`src/rtl/core/slr_pkg.sv`:
```
`timescale 1ns / 1ps

package slr_pkg;

  localparam int COORD_BITS  = 11;
  localparam int DIFF_BITS   = COORD_BITS + 1;
  localparam int QSUM_BITS   = COORD_BITS + 2;
  localparam int CENTER_BITS = 10;
  localparam int SCREEN_BITS = 12;
  localparam int COLOR_BITS  = 4;
  localparam int CNT_BITS    = $clog2(COORD_BITS + 1);
  localparam int SUM_BITS    = ((COORD_BITS > SCREEN_BITS) ? COORD_BITS : SCREEN_BITS) + 1;

  localparam logic CMD_LOAD = 1'b0;
  localparam logic CMD_STEP = 1'b1;

  localparam logic REG_CENTER_X = 1'b0;
  localparam logic REG_CENTER_Y = 1'b1;

  localparam logic [CENTER_BITS-1:0] CENTER_X_RESET = CENTER_BITS'(319);
  localparam logic [CENTER_BITS-1:0] CENTER_Y_RESET = CENTER_BITS'(239);

  typedef struct packed {
    logic take;
    logic load;
  } slr_cmd_t;

  typedef struct packed {
    logic div_done;
  } slr_status_t;

endpackage

```
`src/rtl/core/slr_div.sv`:
```
`timescale 1ns / 1ps

module slr_div import slr_pkg::*; (
  input  logic                  clk,
  input  logic                  rst,
  input  logic                  start,
  input  logic [COORD_BITS-1:0] dividend,
  input  logic [COORD_BITS-1:0] divisor,
  output logic                  done,
  output logic [COORD_BITS-1:0] quot,
  output logic [COORD_BITS-1:0] rem
);

  logic                  run;
  logic [CNT_BITS-1:0]   cnt;
  logic [COORD_BITS-1:0] acc;
  logic [COORD_BITS-1:0] sh;
  logic [COORD_BITS-1:0] dvs;
  logic [COORD_BITS:0]   trial;
  logic                  fits;

  always_comb begin
    trial = {acc, sh[COORD_BITS-1]};
    fits  = trial >= {1'b0, dvs};
  end

  always_ff @(posedge clk) begin
    if (rst) begin
      run  <= 1'b0;
      done <= 1'b0;
      cnt  <= '0;
    end else begin
      done <= 1'b0;
      if (start) begin
        run <= 1'b1;
        cnt <= CNT_BITS'(COORD_BITS);
      end else if (run) begin
        cnt <= cnt - CNT_BITS'(1);
        if (cnt == CNT_BITS'(1)) begin
          run  <= 1'b0;
          done <= 1'b1;
        end
      end
    end
  end

  always_ff @(posedge clk) begin
    if (start) begin
      acc <= '0;
      sh  <= dividend;
      dvs <= divisor;
    end else if (run) begin
      acc <= fits ? COORD_BITS'(trial - {1'b0, dvs}) : trial[COORD_BITS-1:0];
      sh  <= {sh[COORD_BITS-2:0], fits};
    end
  end

  assign quot = sh;
  assign rem  = acc;

endmodule

```
`src/rtl/core/slr_datapath.sv`:
```
`timescale 1ns / 1ps

module slr_datapath import slr_pkg::*; (
  input  logic                          clk,
  input  logic                          rst,
  input  slr_cmd_t                      cmd,
  output slr_status_t                   status,
  input  logic                          cfg_write,
  input  logic                          cfg_index,
  input  logic [CENTER_BITS-1:0]        cfg_data,
  input  logic signed [COORD_BITS-1:0]  x_start,
  input  logic signed [COORD_BITS-1:0]  y_start,
  input  logic signed [COORD_BITS-1:0]  x_end,
  input  logic signed [COORD_BITS-1:0]  y_end,
  input  logic [COLOR_BITS-1:0]         color,
  output logic                          pixel_valid,
  output logic signed [SCREEN_BITS-1:0] screen_x,
  output logic signed [SCREEN_BITS-1:0] screen_y,
  output logic [COLOR_BITS-1:0]         pixel_color,
  output logic                          last
);

  logic [CENTER_BITS-1:0] center_x;
  logic [CENTER_BITS-1:0] center_y;

  logic signed [COORD_BITS-1:0] walk_pos;
  logic signed [COORD_BITS-1:0] walk_end;
  logic signed [COORD_BITS-1:0] base_x;
  logic [COLOR_BITS-1:0]        line_color;
  logic                         is_vertical;
  logic                         busy;
  logic                         dy_neg;
  logic [COORD_BITS-1:0]        den;
  logic signed [COORD_BITS-1:0] q;
  logic [COORD_BITS-1:0]        r;
  logic signed [DIFF_BITS-1:0]  dq;
  logic [COORD_BITS-1:0]        dr;

  logic signed [DIFF_BITS-1:0]  dx_in;
  logic signed [DIFF_BITS-1:0]  dy_in;
  logic [COORD_BITS-1:0]        den_in;
  logic [COORD_BITS-1:0]        dy_mag_in;
  logic                         vert_in;
  logic signed [COORD_BITS-1:0] pos_in;
  logic signed [COORD_BITS-1:0] end_in;

  logic                         div_done;
  logic [COORD_BITS-1:0]        quot;
  logic [COORD_BITS-1:0]        rem;
  logic signed [DIFF_BITS-1:0]  quot_ext;

  logic                         step_hit;
  logic [COORD_BITS:0]          r_sum;
  logic                         wrap;
  logic [COORD_BITS-1:0]        r_new;
  logic [QSUM_BITS-1:0]         q_sum;
  logic signed [COORD_BITS-1:0] y_line;
  logic signed [COORD_BITS-1:0] x_pix;
  logic signed [COORD_BITS-1:0] y_pix;
  logic signed [COORD_BITS-1:0] pos_step;
  logic [SUM_BITS-1:0]          sx_sum;
  logic [SUM_BITS-1:0]          sy_sum;

  always_comb begin
    dx_in     = DIFF_BITS'(x_end) - DIFF_BITS'(x_start);
    dy_in     = DIFF_BITS'(y_end) - DIFF_BITS'(y_start);
    den_in    = dx_in[COORD_BITS] ? COORD_BITS'(-dx_in) : dx_in[COORD_BITS-1:0];
    dy_mag_in = dy_in[COORD_BITS] ? COORD_BITS'(-dy_in) : dy_in[COORD_BITS-1:0];
    vert_in   = (dx_in == '0);
    pos_in    = vert_in ? y_start : x_start;
    end_in    = vert_in ? y_end : x_end;
  end

  slr_div u_div (
    .clk      (clk),
    .rst      (rst),
    .start    (cmd.load),
    .dividend (dy_mag_in),
    .divisor  (den_in),
    .done     (div_done),
    .quot     (quot),
    .rem      (rem)
  );

  assign status.div_done = div_done;
  assign quot_ext = $signed({1'b0, quot});

  // The row is kept as a floored quotient and remainder of the scaled row
  // over |dx|, advanced by the floored quotient of dy over |dx| per column.
  always_comb begin
    step_hit = cmd.take && !cmd.load && busy;
    r_sum    = {1'b0, r} + {1'b0, dr};
    wrap     = r_sum >= {1'b0, den};
    r_new    = wrap ? COORD_BITS'(r_sum - {1'b0, den}) : r_sum[COORD_BITS-1:0];
    q_sum    = QSUM_BITS'(q) + QSUM_BITS'(dq) + QSUM_BITS'(wrap);
    y_line   = q + COORD_BITS'(q[COORD_BITS-1] && (r != '0));
    x_pix    = is_vertical ? base_x : walk_pos;
    y_pix    = is_vertical ? walk_pos : y_line;
    pos_step = (walk_pos < walk_end) ? walk_pos + COORD_BITS'(1)
                                     : walk_pos - COORD_BITS'(1);
    sx_sum   = SUM_BITS'(x_pix) + SUM_BITS'(center_x);
    sy_sum   = SUM_BITS'(center_y) - SUM_BITS'(y_pix);
  end

  always_ff @(posedge clk) begin
    if (rst) begin
      center_x <= CENTER_X_RESET;
      center_y <= CENTER_Y_RESET;
      busy     <= 1'b0;
    end else begin
      if (cfg_write) begin
        unique case (cfg_index)
          REG_CENTER_X: center_x <= cfg_data;
          REG_CENTER_Y: center_y <= cfg_data;
          default: ;
        endcase
      end
      if (cmd.load) begin
        busy <= (pos_in != end_in);
      end else if (step_hit && (pos_step == walk_end)) begin
        busy <= 1'b0;
      end
    end
  end

  always_ff @(posedge clk) begin
    if (cmd.load) begin
      walk_pos    <= pos_in;
      walk_end    <= end_in;
      base_x      <= x_end;
      line_color  <= color;
      is_vertical <= vert_in;
      dy_neg      <= dy_in[COORD_BITS];
      den         <= den_in;
      q           <= y_start;
      r           <= '0;
    end else if (step_hit) begin
      walk_pos <= pos_step;
      q        <= q_sum[COORD_BITS-1:0];
      r        <= r_new;
    end
    if (div_done) begin
      if (!dy_neg) begin
        dq <= quot_ext;
        dr <= rem;
      end else if (rem == '0) begin
        dq <= -quot_ext;
        dr <= '0;
      end else begin
        dq <= -quot_ext - DIFF_BITS'(1);
        dr <= den - rem;
      end
    end
  end

  always_ff @(posedge clk) begin
    if (cmd.take) begin
      if (step_hit) begin
        pixel_valid <= 1'b1;
        screen_x    <= sx_sum[SCREEN_BITS-1:0];
        screen_y    <= sy_sum[SCREEN_BITS-1:0];
        pixel_color <= line_color;
        last        <= (pos_step == walk_end);
      end else begin
        pixel_valid <= 1'b0;
        screen_x    <= '0;
        screen_y    <= '0;
        pixel_color <= '0;
        last        <= 1'b0;
      end
    end
  end

endmodule

```
`src/rtl/core/slr_ctrl.sv`:
```
`timescale 1ns / 1ps

module slr_ctrl import slr_pkg::*; (
  input  logic        clk,
  input  logic        rst,
  input  logic        in_valid,
  input  logic        command,
  input  logic        out_ready,
  input  slr_status_t status,
  output logic        in_ready,
  output logic        out_valid,
  output slr_cmd_t    cmd
);

  localparam logic ST_IDLE = 1'b0;
  localparam logic ST_DIV  = 1'b1;

  logic state;
  logic state_next;

  always_comb begin
    in_ready = (state == ST_IDLE) && (!out_valid || out_ready);
    cmd.take = in_valid && in_ready;
    cmd.load = cmd.take && (command == CMD_LOAD);
    state_next = state;
    unique case (state)
      ST_IDLE: if (cmd.load) state_next = ST_DIV;
      ST_DIV:  if (status.div_done) state_next = ST_IDLE;
      default: state_next = ST_IDLE;
    endcase
  end

  always_ff @(posedge clk) begin
    if (rst) begin
      state     <= ST_IDLE;
      out_valid <= 1'b0;
    end else begin
      state <= state_next;
      if (cmd.take) begin
        out_valid <= 1'b1;
      end else if (out_ready) begin
        out_valid <= 1'b0;
      end
    end
  end

endmodule

```
`src/rtl/core/slope_intercept_line_raster.sv`:
```
`timescale 1ns / 1ps

// Line rasteriser in centred coordinates. Every transfer on the input channel
// gives exactly one result: a load gives an empty result and then holds the
// input off while a bit-serial divider works out dy over |dx|; each step after
// that advances the row by that quotient and its remainder rather than dividing
// afresh, so pixels flow at one per cycle while the output is taken. The
// centre registers are written through the configuration channel, which is
// always ready.
module slope_intercept_line_raster import slr_pkg::*; (
  input  logic                          clk,
  input  logic                          rst,
  input  logic                          in_valid,
  output logic                          in_ready,
  input  logic                          command,
  input  logic signed [COORD_BITS-1:0]  x_start,
  input  logic signed [COORD_BITS-1:0]  y_start,
  input  logic signed [COORD_BITS-1:0]  x_end,
  input  logic signed [COORD_BITS-1:0]  y_end,
  input  logic [COLOR_BITS-1:0]         color,
  output logic                          out_valid,
  input  logic                          out_ready,
  output logic                          pixel_valid,
  output logic signed [SCREEN_BITS-1:0] screen_x,
  output logic signed [SCREEN_BITS-1:0] screen_y,
  output logic [COLOR_BITS-1:0]         pixel_color,
  output logic                          last,
  input  logic                          cfg_valid,
  output logic                          cfg_ready,
  input  logic                          cfg_index,
  input  logic [CENTER_BITS-1:0]        cfg_data
);

  slr_cmd_t    cmd;
  slr_status_t status;

  assign cfg_ready = 1'b1;

  slr_ctrl u_ctrl (
    .clk       (clk),
    .rst       (rst),
    .in_valid  (in_valid),
    .command   (command),
    .out_ready (out_ready),
    .status    (status),
    .in_ready  (in_ready),
    .out_valid (out_valid),
    .cmd       (cmd)
  );

  slr_datapath u_datapath (
    .clk         (clk),
    .rst         (rst),
    .cmd         (cmd),
    .status      (status),
    .cfg_write   (cfg_valid),
    .cfg_index   (cfg_index),
    .cfg_data    (cfg_data),
    .x_start     (x_start),
    .y_start     (y_start),
    .x_end       (x_end),
    .y_end       (y_end),
    .color       (color),
    .pixel_valid (pixel_valid),
    .screen_x    (screen_x),
    .screen_y    (screen_y),
    .pixel_color (pixel_color),
    .last        (last)
  );

endmodule

```
`config.mk`:
```
export PLATFORM = sky130hd
export DESIGN_NAME = slope_intercept_line_raster
export DESIGN_NICKNAME = d
export VERILOG_FILES = /design/src/rtl/core/slr_pkg.sv /design/src/rtl/core/slr_div.sv /design/src/rtl/core/slr_datapath.sv /design/src/rtl/core/slr_ctrl.sv /design/src/rtl/core/slope_intercept_line_raster.sv
export SDC_FILE = /design/constraint.sdc
export NUM_CORES = 1
export LEC_CHECK = 0
export ABC_AREA = 0
export BUFFER_PORTS_ARGS = -buffer_cell sky130_fd_sc_hd__buf_4
export CAP_MARGIN = 20
export CORE_ASPECT_RATIO = 0.7
export CORE_UTILIZATION = 50
export CTS_CLUSTER_DIAMETER = 60
export CTS_CLUSTER_SIZE = 28
export DETAILED_ROUTE_END_ITERATION = 16
export GPL_ROUTABILITY_DRIVEN = 0
export PLACE_DENSITY = 0.68
export SYNTH_ARGS = -nofsm -noshare
export SYNTH_HDL_FRONTEND = slang
export SYNTH_SLANG_ARGS = --single-unit
```
`constraint.sdc`:
```
create_clock -name clk -period 6.1 [get_ports clk]
set_input_delay 0.915 -clock clk [delete_from_list [all_inputs] [get_ports clk]]
set_output_delay 0.915 -clock clk [all_outputs]
set_load 0.005 [all_outputs]
```
### Word level (Yosys, flattened, before mapping)

Index checks and enable logic that the tools add are counted.

* output and inout port bits: 33
* bits in writable memories: 0
* logic and storage cells: 109
* latch bits: 0
* ROM bits: 0
* input bits: 65
* bits in registers: 175
* memories kept: 0

* equality and inequality tests: 3
* add/subtract/negate cells: 18
* reductions and logical operators: 21
* mux-type cells: 33
* multipliers: 0
* divide/modulo/power cells: 0
* order comparisons: 3
* bitwise logic cells: 4
* shifts and indexed selects: 0

Operators by type and width (number)
* $mux W11: 19
* $sub A11 B11 Y12: 3
* $neg A11 Y11: 3
* $sub A11 B11 Y11: 3
* $add A11 B11 Y12: 2
* $ge A12 B11 Y1: 2
* $add A11 B1 Y11: 2
* $sub A11 B2 Y11 const B: 2
* $logic_not A12 Y1: 1
* $add A11 B11 Y11: 1
* $add A11 B2 Y11 const B: 1
* $eq A11 B11 Y1: 1
* $logic_not A11 Y1: 1
* $lt A11 B11 Y1: 1
* $mux W1: 11
* $ne A11 B11 Y1: 1
* $reduce_bool A11 Y1: 1
* $mux W4: 2
* $reduce_bool A2 Y1: 4
* $logic_and A1 B1 Y1: 7
* $eq A4 B1 Y1 const B: 1
* $not A1 Y1: 4
* $reduce_and A2 Y1: 2
* $sub A4 B1 Y4 const B: 1
* other kinds (5): 6

### Logic depth before layout (Yosys ltp)

Gate-level depths: netlist of run 1.

* depth in word-level cells: 11
* mapped depth: 27
* gate-level depth less buffers: 26

### By module

Synthesis of run 1 repeated with hierarchy kept, for this count alone.

* cells, all modules: 1479
* area, all modules: 13927.1 um^2

Modules (own cells, without submodules)
* slr_datapath: cells an instance 1251, times used 1, seq. area each 4033.9 um^2, area an instance 11571.1 um^2
* slr_div: cells an instance 215, times used 1, seq. area each 1001.0 um^2, area an instance 2243.4 um^2
* slr_ctrl: cells an instance 11, times used 1, seq. area each 40.0 um^2, area an instance 101.3 um^2
* slope_intercept_line_raster: cells an instance 2, times used 1, seq. area each 0.0 um^2, area an instance 11.3 um^2

### Worst setup path before layout of run 1

OpenSTA, ideal clock, no wires.

* path type: reg2reg
* start: register u_datapath.dr[0]
* end: register u_datapath.q[10], data pin
* clock period less this slack: 5.585 ns
* library setup time: 0.270 ns
* path buffers: 1
* path slack: 0.515 ns
* cell stages (with the launch flop): 24
* data required time: 5.830 ns
* data arrival time: 5.315 ns
* cells stage by stage: edfxtp_1 > ha_1 > fa_1 > a21o_1 > a21oi_1 > xnor2_1 > ha_1 > o21a_1 > a2111oi_2 > nor2_1 > o31a_1 > nor2_1 > inv_1 > buf_2 > fa_1 > fa_1 > a21o_1 > a21oi_1 > o21bai_1 > a21oi_1 > o21ai_0 > a31oi_1 > xnor2_1 > a21oi_1

* cells in the longest elaborated chain, start to end: 5

Ends and longest elaborated chain
* start: declaration: RTL line slr_datapath.sv:37 `logic [COORD_BITS-1:0] dr;`
* start signal: assignment: RTL line slr_datapath.sv:145 `dr <= rem;`
* start signal: assignment: RTL line slr_datapath.sv:151 `dr <= den - rem;`
* $add A11 B11 Y12: RTL line slr_datapath.sv:92 `r_sum = {1'b0, r} + {1'b0, dr};`
* $ge A12 B11 Y1: RTL line slr_datapath.sv:93 `wrap = r_sum >= {1'b0, den};`
* $add A11 B1 Y11: RTL line slr_datapath.sv:95 `q_sum = QSUM_BITS'(q) + QSUM_BITS'(dq) + QSUM_BITS'(wrap);`
* $mux W11: RTL line slr_datapath.sv:137 `end else if (step_hit) begin`
* $mux W11: RTL line slr_datapath.sv:127 `if (cmd.load) begin`
* end signal: assignment: RTL line slr_datapath.sv:135 `q <= y_start;`
* end signal: assignment: RTL line slr_datapath.sv:139 `q <= q_sum[COORD_BITS-1:0];`
* end: declaration: RTL line slr_datapath.sv:34 `logic signed [COORD_BITS-1:0] q;`

Every way passes these cells. The select of a mux whose other input is x is not followed.
A chain may end at the register's enable or synchronous reset.

### Final worst setup path of run 1

Ends and elaborated chain as after synthesis.

==> results.json, run 1 <==
{
  "r2r_setup_slack_ns": 0.34,
  "place_hpwl_mm": 27.7,
  "synth.distinct_cells": 72,
  "powerDensity_mw_per_mm2": 389,
  "skew_ns": 0.0123,
  "die_width_um": 196,
  "grt_start_max_net_pins": 44,
  "layoutNonFillerInstCount": 1883,
  "fp.dieArea_mm2": 0.0271,
  "worstReg2RegEnd": "u_datapath.q[10]",
  "crit_required_ns": 6.28,
  "tritoncts": "built",
  "synth_top_area_cell": "edfxtp_1",
  "syn_inst": 1433,
  "grt_pass1_vias": 10255,
  "io-pin-count": 98,
  "detailedRoute.firstIterationViolations": 878,
  "io_buffer_count": 96,
  "holdCritPathClass": "flop to flop",
  "critical_path.endpoint": "u_datapath.q[10]",
  "grtUsageTotal": 0.267,
  "clock_insertion_delay_worst_skew_ns": 0.45,
  "register_area_share_after_synthesis": 0.359,
  "drt-wirelength-per-cell_um": 19.0,
  "via_to_cell_ratio": 5.84,
  "power.ir.vdd_worst_uv": 277,
  "grt_first_pass_wirelength_mm": 55.9,
  "rsz_0062_raised_after_global_routing": "false",
  "layout.filler_cells": 2249,
  "post_synth_instance_area_mm2": 0.0132,
  "edff_count_synth": 124,
  "yosysTopAreaCellShare": 0.282,
  "postSynthAreaPerCell_um2": 9.23,
  "max-clock-path-buffers": 2,
  "register_bit_total_from_synthesis": 175,
  "yosys_warnings": 0,
  "synthMostInstantiatedCell": "edfxtp_1",
  "total_via_count_after_detailed_routing": 10990,
  "timing.critical_path.from_type": "flop",
  "total_placed_cells_including_tap_cells": 1849,
  "synth_area_leaders": "edfxtp_1, ha_1, dfxtp_1",
  "period_share": 0.944,
  "critical_path.startpoint": "u_datapath.dr[0]",
  "slew-limit-headroom": 0.314,
  "max-cap-violations": 0,
  "first_pass_iters": 6,
  "yosys-top-cells-count": "edfxtp_1, ha_1, nor2_1",
  "cp.arrival_ns": 5.93,
  "hold_viol": 0,
  "synth.net_count": 1630,
  "cts_inserted_buffers": 17,
  "clock.fmax_mhz": 174,
  "flow.area_growth_from_synthesis_pct": 12.9,
  "cts_hold_repair.buffers": 0,
  "post_route_cells_drive_above_1_share": 0.119,
  "timing_worst_slew_pin_value_ns": 1.03,
  "status": "finished, final reports clean",
  "cp-end-kind": "flop",
  "final_antenna_net_count": 0,
  "clk_transition_reported_paths_ns": 0.07,
  "worst_r2r_path_depth": 26,
  "postSynth.asyncResetShare": 0,
  "timing.setup.tns_ns": 0,
  "finalCriticalPeriod_ns": 5.76,
  "critical_path_maximum_fanout": 6,
  "grt_antenna_before_repair": 0,
  "layout.nets": 1709,
  "total_wire_length_mm": 35.7,
  "cts.sinks": 175,
  "critical_path.reg2reg.startpoint": "u_datapath.dr[0]",
  "chipHeight_um": 138,
  "drc": 0,
  "cts_root_buf": "clkbuf_16",
  "rows": 49,
  "timing.setup.critical_path_class": "flop to flop",
  "cts_max_level": 4,
  "floorplan.initialDensity": 0.512,
  "dominantRegCellSynth": "edfxtp_1",
  "power_leakage_nw": 6.29,
  "residual_overflow_from_global_routing": 0,
  "finalSetupViolations": 0,
  "core-area_mm2": 0.0258,
  "maxSlewViolCount": 0
}
-- critical path: stages, from the launching register on --
cell and delay, ns:
edfxtp_1 0.38, ha_1 0.24, fa_1 0.40, a21o_1 0.20, a21oi_2 0.20, o211ai_1 0.18, a31o_2 0.27, a21oi_1 0.19
xnor2_1 0.12, ha_1 0.20, a211oi_1 0.25, nand2_1 0.12, a21oi_1 0.13, a21oi_1 0.05, o31a_1 0.18, nor2_1 0.17
inv_1 0.09, fa_1 0.41, fa_1 0.42, a21o_1 0.17, a21oi_1 0.21, o21bai_1 0.11, a21oi_2 0.18, o21ai_0 0.16
a31oi_1 0.24, xnor2_1 0.14, a21oi_1 0.08
-- how the worst min path moves through the flow --
stage,from,cells past startpoint,end
3_5_place_dp,u_datapath.center_y[4],2,u_datapath.center_y[4]
3_3_place_gp,u_datapath.center_y[0],1,u_datapath.center_y[0]
6_report,u_datapath.center_y[9],2,u_datapath.center_y[9]
5_1_grt,u_datapath.center_y[8],2,u_datapath.center_y[8]
2_1_floorplan,u_datapath.center_y[0],1,u_datapath.center_y[0]
4_1_cts,u_datapath.center_y[4],2,u_datapath.center_y[4]
-- per-layer routing --
layer,GRT usage,vias up,part of all wire
li1,-,5356,-
met1,0.414,5187,0.50
met2,0.358,413,0.39
met3,0.0776,34,0.10
met4,0.0596,0,0.012
met5,0,-,0
-- flip-flops by register name, summed over array words and instances, names as in the netlist, 4 cells and up --
name and count:
u_datapath.q 11, u_datapath.screen_y 12, u_datapath.r 11, u_datapath.walk_pos 11, u_datapath.u_div.rem 11, u_datapath.walk_end 11, u_datapath.line_color 4, u_datapath.dr 11
u_datapath.center_x 10, u_datapath.dq 11, u_datapath.u_div.cnt 4, u_datapath.center_y 10, u_datapath.screen_x 12, u_datapath.pixel_color 4, u_datapath.u_div.quot 11, u_datapath.den 11
u_datapath.base_x 11
-- power by group --
part           switching, mW  internal, mW  total, mW
clock network          0.513         0.636       1.15
logic                   1.69          1.28       2.97
registers              0.187          1.50       1.68
-- logic make-up after synthesis --
kind of cell	share of synthesized area
AO/OA/AOI/OAI	0.168
other	0.000284
XOR/XNOR	0.0984
AND/OR/NAND/NOR	0.153
flip-flops	0.359
multiplexers	0.0436
buffers and inverters	0.0472
adder cells (fa/ha/maj)	0.131
-- timing repair --
item | in CTS | in global routing
endpoints found under the setup margin | 0 | 2
buffers inserted | 0 | 0
resized for setup | 0 | 3
-- per-stage QoR --
step	area [um2]	total power, mW	utilization	hold WS, ns	setup slack, ns
floorplan	13200	3.87	-	0.435	0.515
global placement	14300	4.53	0.554	0.448	0.402
detailed placement	14300	4.57	0.554	0.453	0.298
CTS	14900	5.75	0.577	0.465	0.265
global route	14900	6.20	0.578	0.491	0.00688
finish	14900	5.80	0.578	0.462	0.344
-- area by class of cell --
cell class                 instances  area, um2  share of cell area
multi-input combinational       1097       7890               0.528
sequential                       175       4740               0.318
timing repair buffer             109        818              0.0548
clock buffer                      22        497              0.0333
tap                              357        447              0.0299
inverter                         112        420              0.0282
clock inverter                    10        115             0.00771
antenna                            1       2.50            0.000168
-- layout by cell type, fill, tap and decap left out, drive strengths merged, types with 7 or more instances in the layout --
cell type,count
a211oi,13
a21o,21
or3,10
o21a,19
a211o,18
o22ai,7
nand3,28
nor4,18
inv,117
nand2b,10
buf,109
mux2i,34
fa,11
mux2,21
nand2,87
a31oi,11
xor2,40
clkbuf,22
nor2b,23
a21oi,110
o211ai,9
nor2,121
edfxtp,124
xnor2,106
o21ai,87
ha,121
nor3,35
and3,28
dfxtp,51
nand4,15
No activity file was read; power rests on OpenSTA's default activity.
==> run 2: changes to the inputs <==
--- a/config.mk
+++ b/config.mk
@@ -5,8 +5,7 @@
 export SDC_FILE = /design/constraint.sdc
 export NUM_CORES = 1
 export LEC_CHECK = 0
-export ABC_AREA = 0
-export BUFFER_PORTS_ARGS = -buffer_cell sky130_fd_sc_hd__buf_4
+export BUFFER_PORTS_ARGS = -buffer_cell sky130_fd_sc_hd__buf_2
 export CAP_MARGIN = 20
 export CORE_ASPECT_RATIO = 0.7
 export CORE_UTILIZATION = 50
@@ -14,6 +13,7 @@
 export CTS_CLUSTER_SIZE = 28
 export DETAILED_ROUTE_END_ITERATION = 16
 export GPL_ROUTABILITY_DRIVEN = 0
+export GPL_TIMING_DRIVEN = 0
 export PLACE_DENSITY = 0.68
 export SYNTH_ARGS = -nofsm -noshare
 export SYNTH_HDL_FRONTEND = slang
==> run 2 against run 1 <==
  * Largest cell class unchanged
  * Fmax is 1.0% lower
  * Worst setup slack worse by 0.058 ns
  * Sequential power hardly changed
  * Cell count is 2.3% higher
  * Highest routed layer is now met5
  * Critical path depth is 3 lower
  * Register-to-register slack worse by 0.06 ns
  * Clock-buffer cell count is 2 lower
  * Via count is 4.8% higher
  * Final area hardly changed
  * First-iteration DRC count is 0.80% higher
  * Clock skew is 0.0013 ns lower
==> results.json, run 2 (synthesis gave the netlist of run 1 again) <==
{
  "placed_cell_area_mm2": 0.0142,
  "total_wire_length_mm": 37.1,
  "tritoncts": "built",
  "cp-end-kind": "flop",
  "mostFrequentLayoutCells": "edfxtp_1, ha_1, nor2_1",
  "powerDensity_mw_per_mm2": 395,
  "place_hpwl_mm": 29.4,
  "period_share": 0.953,
  "cpMaxStageDelayCell": "edfxtp_1",
  "finalSetupViolations": 0,
  "cts_inserted_buffers": 17,
  "core-area_mm2": 0.0258,
  "status": "finished, final reports clean",
  "fin_total_pwr_mw": 5.90,
  "cp.arrival_ns": 5.99,
  "max-clock-path-buffers": 2,
  "post_route_cells_drive_above_1_share": 0.121,
  "max-cap-violations": 0,
  "floorplan.initialDensity": 0.512,
  "timing.setup.tns_ns": 0,
  "cts_hold_repair.buffers": 0,
  "first_pass_iters": 5,
  "critical_path_maximum_fanout": 10,
  "cts.sinks": 175,
  "utilization": 0.578,
  "finalCriticalPeriod_ns": 5.81,
  "flip_flop_and_latch_area_mm2": 0.00474,
  "maxSlewViolCount": 0,
  "crit_required_ns": 6.28,
  "cts_root_buf": "clkbuf_16",
  "power.ir.vdd_worst_uv": 323,
  "rsz_0062_raised_after_global_routing": "false",
  "drc": 0,
  "mostFrequentLayoutCell": "edfxtp_1",
  "holdCritPathClass": "flop to flop",
  "area_of_the_multi_input_gates_mm2": 0.00792,
  "clock.fmax_mhz": 172,
  "drt-wirelength-per-cell_um": 19.3,
  "rows": 49,
  "layout.filler_cells": 2268,
  "timing.setup.critical_path_class": "flop to flop",
  "layout.cell_area.non_filler_mm2": 0.0149,
  "grt_antenna_before_repair": 1,
  "n_antenna_cell": 0,
  "grt_start_max_net_pins": 29,
  "timing_worst_slew_pin_value_ns": 0.983,
  "layout.nets": 1753,
  "biggestRegsByFlops": "u_datapath.screen_x x12, u_datapath.screen_y x12",
  "skew_ns": 0.0110,
  "grt_first_pass_wirelength_mm": 56.6,
  "fp.dieArea_mm2": 0.0271,
  "detailedRoute.firstIterationViolations": 885,
  "cts_max_level": 4,
  "power_leakage_nw": 6.31,
  "io_buffer_count": 96,
  "io-pin-count": 98,
  "crit_chain": "ha_1 -> fa_1 -> a21o_1 -> a21oi_4 -> xnor2_2 -> ha_1 -> o21a_1 -> a2111oi_4 -> nor2_1 -> o31a_1 -> nor2_4 -> inv_1 -> buf_2 -> fa_2 -> fa_1 -> a21o_1 -> a21oi_2 -> o21bai_1 -> a21oi_2 -> o21ai_1 -> a31oi_1 -> xnor2_1 -> a21oi_1",
  "timing.critical_path.slowest_cell_delay_ns": 0.42,
  "via_to_cell_ratio": 5.98,
  "final_antenna_net_count": 0,
  "flow.area_growth_from_synthesis_pct": 12.8,
  "clk_transition_reported_paths_ns": 0.07,
  "clock_insertion_delay_worst_skew_ns": 0.45,
  "grtUsageTotal": 0.271,
  "chipHeight_um": 138,
  "die_width_um": 196,
  "slew-limit-headroom": 0.344,
  "grt_pass1_vias": 10353,
  "timing.critical_path.from_type": "flop",
  "residual_overflow_from_global_routing": 0,
  "final_layout_worst_hold_slack_ns": 0.467,
  "hold_viol": 0,
  "total_via_count_after_detailed_routing": 11515
}
==> run 2: cell types whose count changed in the layout (fill, tap and decap cells not counted), sizes merged <==
| cell | previous run | this run |
|---|---|---|
| buf | 109 | 119 |
| clkinv | 4 | 2 |
| bufinv | 1 | 2 |
| diode | 1 | 0 |
| clkbuf | 22 | 54 |
| inv | 117 | 120 |
==> run 2: critical path: cells and delay by family (launching register included) <==
family / cells / cell delay [ns]
compound gates: 12 / 2.48
fa+ha+maj: 5 / 1.78
flops: 1 / 0.42
xor+xnor: 2 / 0.31
simple gates: 2 / 0.27
buf+inv: 2 / 0.27
==> run 2: repair_timing <==
| item | 4_1_cts | 5_1_grt |
|---|---|---|
| pin swaps | 1 | 6 |
| resized for setup | 4 | 8 |
| endpoints found under the setup margin | 2 | 3 |
| buffers inserted | 0 | 5 |
==> run 2: report_power, final <==
part / switching, mW / internal, mW / leakage, nW / total (mW)
clock: 0.519 / 0.657 / 0.309 / 1.18
combinational: 1.77 / 1.29 / 4.41 / 3.06
sequential: 0.168 / 1.49 / 1.59 / 1.66
total: 2.46 / 3.44 / 6.31 / 5.90
==> run 2: stage by stage <==
stage                     setup WS [ns]  cells
after floorplan                   0.515   1433
after global placement           -0.130   1886
after detailed placement         -0.267   1889
after CTS                        0.0146   1921
after global routing            0.00240   1926
final                             0.286   1926
==> run 2: per-layer routing <==
layer / global-route usage / share of wire / wire length [um] / up-vias
met2: 0.364 / 0.39 / 14500 / 577
met5: 0 / 0.00048 / 18 / -
met3: 0.0783 / 0.12 / 4590 / 39
met1: 0.420 / 0.47 / 17600 / 5446
li1: - / - / - / 5451
met4: 0.0609 / 0.012 / 448 / 2
==> run 2: layout make-up <==
class                   instances  share of cell area
plain buffers                  49              0.0137
clock buffers                  20              0.0314
well taps                     357              0.0299
repair buffers                104              0.0374
inverters                     112              0.0282
multi-input cells            1097               0.531
clock inverters                12              0.0107
flip-flops and latches        175               0.318
==> run 2: final timing paths <==
check | from | endpoint | slack (ns) | depth (start not counted)
max reg2reg | u_datapath.dr[0] | u_datapath.q[10] | 0.29 | 23
min | u_datapath.center_y[8] | u_datapath.center_y[8] | 0.47 | 2
max | u_datapath.dr[0] | u_datapath.q[10] | 0.29 | 23
min reg2reg | u_datapath.center_y[8] | u_datapath.center_y[8] | 0.47 | 2
==> run 3: changes to the inputs <==
--- a/config.mk
+++ b/config.mk
@@ -17,4 +17,5 @@
 export PLACE_DENSITY = 0.68
 export SYNTH_ARGS = -nofsm -noshare
 export SYNTH_HDL_FRONTEND = slang
+export SYNTH_HIERARCHICAL = 1
 export SYNTH_SLANG_ARGS = --single-unit
==> run 3 against run 2 <==
  * Area after synthesis increased by 5.3%
  * Global-route usage decreased by 0.45 points
  * Register-to-register slack improved by 0.095 ns
  * Routed wire length increased by 2.1%
  * Sequential power increased by 11%
  * First-iteration DRC count increased by 43%
  * Sequential cell count increased by 11
  * Clock power about the same
  * Critical path type unchanged
  * Critical endpoint is now u_datapath/q[10]
==> results.json, run 3 <==
{
  "mostFrequentLayoutCell": "edfxtp_1",
  "chipHeight_um": 142,
  "power.clock.fraction": 0.177,
  "worstReg2RegEnd": "u_datapath/q[10]",
  "internal-power_mw": 3.85,
  "rsz_0062_raised_after_global_routing": "false",
  "clock_insertion_delay_worst_skew_ns": 0.44,
  "cts_root_buf": "clkbuf_16",
  "layout.nets": 1799,
  "die_width_um": 201,
  "syn_inst": 1479,
  "timing.critical_path.slowest_cell_delay_ns": 0.45,
  "tritoncts": "built",
  "total_via_count_after_detailed_routing": 11757,
  "n_antenna_cell": 0,
  "max-cap-violations": 0,
  "first_pass_iters": 6,
  "total_wire_length_mm": 37.9,
  "worst_r2r_path_depth": 23,
  "clk_transition_reported_paths_ns": 0.07,
  "synth.net_count": 1676,
  "finalCriticalPeriod_ns": 5.72,
  "hold_path_depth": 2,
  "timing.critical_path.from_type": "flop",
  "synthMostInstantiatedCell": "edfxtp_1",
  "max-clock-path-buffers": 2,
  "holdCritPathClass": "flop to flop",
  "residual_overflow_from_global_routing": 0,
  "yosys-top-cells-count": "edfxtp_1, inv_1, ha_1",
  "powerDensity_mw_per_mm2": 423,
  "postSynth.asyncResetShare": 0,
  "register_bit_total_from_synthesis": 186,
  "cts_inserted_buffers": 17,
  "dominantRegCellSynth": "edfxtp_1",
  "crit_path_frequent_cell": "a21oi_2",
  "io_buffer_count": 96,
  "register_area_share_after_synthesis": 0.364,
  "cp.arrival_ns": 5.87,
  "grt_pass1_vias": 10834,
  "postSynthAreaPerCell_um2": 9.42,
  "power.ir.vdd_worst_uv": 249,
  "core-area_mm2": 0.0270,
  "slew-limit-headroom": 0.320,
  "place_hpwl_mm": 29.4,
  "r2r_setup_slack_ns": 0.38,
  "grt_antenna_before_repair": 0,
  "critical_path_maximum_fanout": 10,
  "preCtsSetupSlack_ns": -0.580,
  "skew_ns": 0.00934,
  "yosys_warnings": 6,
  "hold_path.startpoint": "u_datapath/center_x[6]",
  "yosysTopAreaCellShare": 0.291,
  "grt_first_pass_wirelength_mm": 58.9,
  "crit_required_ns": 6.25,
  "hold-path-endpoint": "u_datapath/center_x[6]",
  "period_share": 0.937,
  "critical_path.reg2reg.startpoint": "u_datapath/dr[0]",
  "detailedRoute.firstIterationViolations": 1263,
  "cts_max_level": 4,
  "post_synth_instance_area_mm2": 0.0139,
  "hold_viol": 0,
  "drt-wirelength-per-cell_um": 19.1,
  "final_layout_worst_hold_slack_ns": 0.471,
  "mostFrequentLayoutCells": "edfxtp_1, inv_1, ha_1",
  "finalSetupViolations": 0,
  "grt_start_max_net_pins": 24,
  "post_route_cells_drive_above_1_share": 0.133,
  "crit_chain": "ha_1 -> fa_1 -> a21o_1 -> a21oi_2 -> o21ai_1 -> a2111oi_2 -> or4_1 -> o311ai_1 -> ha_2 -> or4_1 -> o32ai_4 -> nand2_2 -> buf_4 -> fa_2 -> fa_2 -> a21o_1 -> a21oi_2 -> o21bai_1 -> a21oi_2 -> o21bai_1 -> a21oi_2 -> o21ba_2 -> o311ai_0",
  "rows": 50,
  "flow.area_growth_from_synthesis_pct": 12.7,
  "via_to_cell_ratio": 5.94,
  "cp-end-kind": "flop",
  "sw_frac_of_total": 0.419,
  "switching_power_mw": 2.78,
  "synth.distinct_cells": 93,
  "timing_worst_slew_pin_value_ns": 1.02,
  "synth_area_leaders": "edfxtp_1, ha_1, dfxtp_1",
  "io-pin-count": 98,
  "drc": 0,
  "biggestRegsByFlops": "u_datapath/screen_x x12, u_datapath/screen_y x12",
  "edff_count_synth": 135,
  "layout.filler_cells": 2414,
  "floorplan.initialDensity": 0.515,
  "combPwrFrac": 0.547,
  "timing.setup.critical_path_class": "flop to flop",
  "cts.sinks": 186,
  "synth_top_area_cell": "edfxtp_1",
  "cts_hold_repair.buffers": 0,
  "clock.fmax_mhz": 175,
  "worst_slack_ns": 0.382,
  "power_leakage_nw": 6.55,
  "power.sequential.fraction": 0.277,
  "grtUsageTotal": 0.266,
  "fp.dieArea_mm2": 0.0285,
  "cpMaxStageDelayCell": "or4_1",
  "maxSlewViolCount": 0,
  "final_antenna_net_count": 0,
  "status": "finished, final reports clean"
}
[run 3: changes by cell type after synthesis, sizes merged, moves of 17 or more]
cell / previous run / this run
nand3: 28 / 52
xnor2: 106 / 70
xor2: 40 / 66
a21oi: 110 / 93
nand2: 87 / 109
[run 3: kinds of logic (layout without fill, tap and decap cells)]
logic type | after synthesis | count (layout) | share of synthesized area
simple gates | 452 | 452 | 0.162
compound gates | 333 | 333 | 0.160
flops | 186 | 186 | 0.364
buf+inv | 171 | 307 | 0.0501
xor+xnor | 138 | 138 | 0.0888
fa+ha+maj | 132 | 132 | 0.125
mux | 66 | 66 | 0.0506
other cells | 1 | 1 | 0.000269
[run 3: critical path, delay by kind of cell (launching register included)]
family	cells	cell delay, ns
AO/OA/AOI/OAI	14	2.42
adder cells (fa/ha/maj)	5	1.64
buffers and inverters	1	0.21
flip-flops	1	0.40
AND/OR/NAND/NOR	3	0.74
[run 3: worst max-delay path by stage]
stage | start | cells after the start | endpoint
floorplan | u_datapath/dr[0] | 23 | u_datapath/q[10]
global placement | in_valid | 10 | u_datapath/walk_pos[7]
detailed placement | u_datapath/dr[0] | 23 | u_datapath/q[10]
CTS | u_datapath/dr[0] | 23 | u_datapath/q[10]
global route | u_datapath/dr[0] | 24 | u_datapath/q[10]
finish | u_datapath/dr[0] | 23 | u_datapath/q[10]
[run 3: per-layer routing]
metal  share of wire  global-route usage
met1            0.47               0.392
met2            0.42               0.390
met3           0.090              0.0593
met4           0.020              0.0726
met5               0                   0
[run 3: power groups by stage]
stage                     clock network (mW)  logic [mW]  registers (mW)
final                                   1.17        3.63            1.84
after global placement                     0        3.34            1.86
after global routing                    1.24        4.01            1.86
after CTS                               1.19        3.52            1.83
after detailed placement                   0        3.45            1.86
after floorplan                            0        2.72            1.77
[run 3: cell type report]
cell class | count | area (um2) | share of cell area
multi-input cells | 1122 | 8240 | 0.525
clock buffers | 20 | 447 | 0.0285
plain buffers | 45 | 229 | 0.0146
flip-flops and latches | 186 | 5070 | 0.323
well taps | 364 | 455 | 0.0290
inverters | 126 | 473 | 0.0301
repair buffers | 104 | 613 | 0.0391
clock inverters | 12 | 161 | 0.0103
[run 3: stage by stage]
| stage | util | total power, mW | std cells | instance area (um2) | TNS [ns] |
|---|---|---|---|---|---|
| floorplan | - | 4.49 | 1479 | 13900 | 0 |
| global placement | 0.550 | 5.19 | 1939 | 14900 | -57.71 |
| detailed placement | 0.554 | 5.31 | 1944 | 15000 | -1.26 |
| CTS | 0.578 | 6.54 | 1976 | 15600 | 0 |
| global route | 0.581 | 7.11 | 1979 | 15700 | 0 |
| finish | 0.581 | 6.63 | 1979 | 15700 | 0 |
[run 3: repair_timing]
item / 4_1_cts / 5_1_grt
setup endpoints to repair: 5 / 4
gates resized for setup: 11 / 10
setup buffers: 0 / 1
pin swaps: 1 / 6
endpoints found under the hold margin: 0 / 0
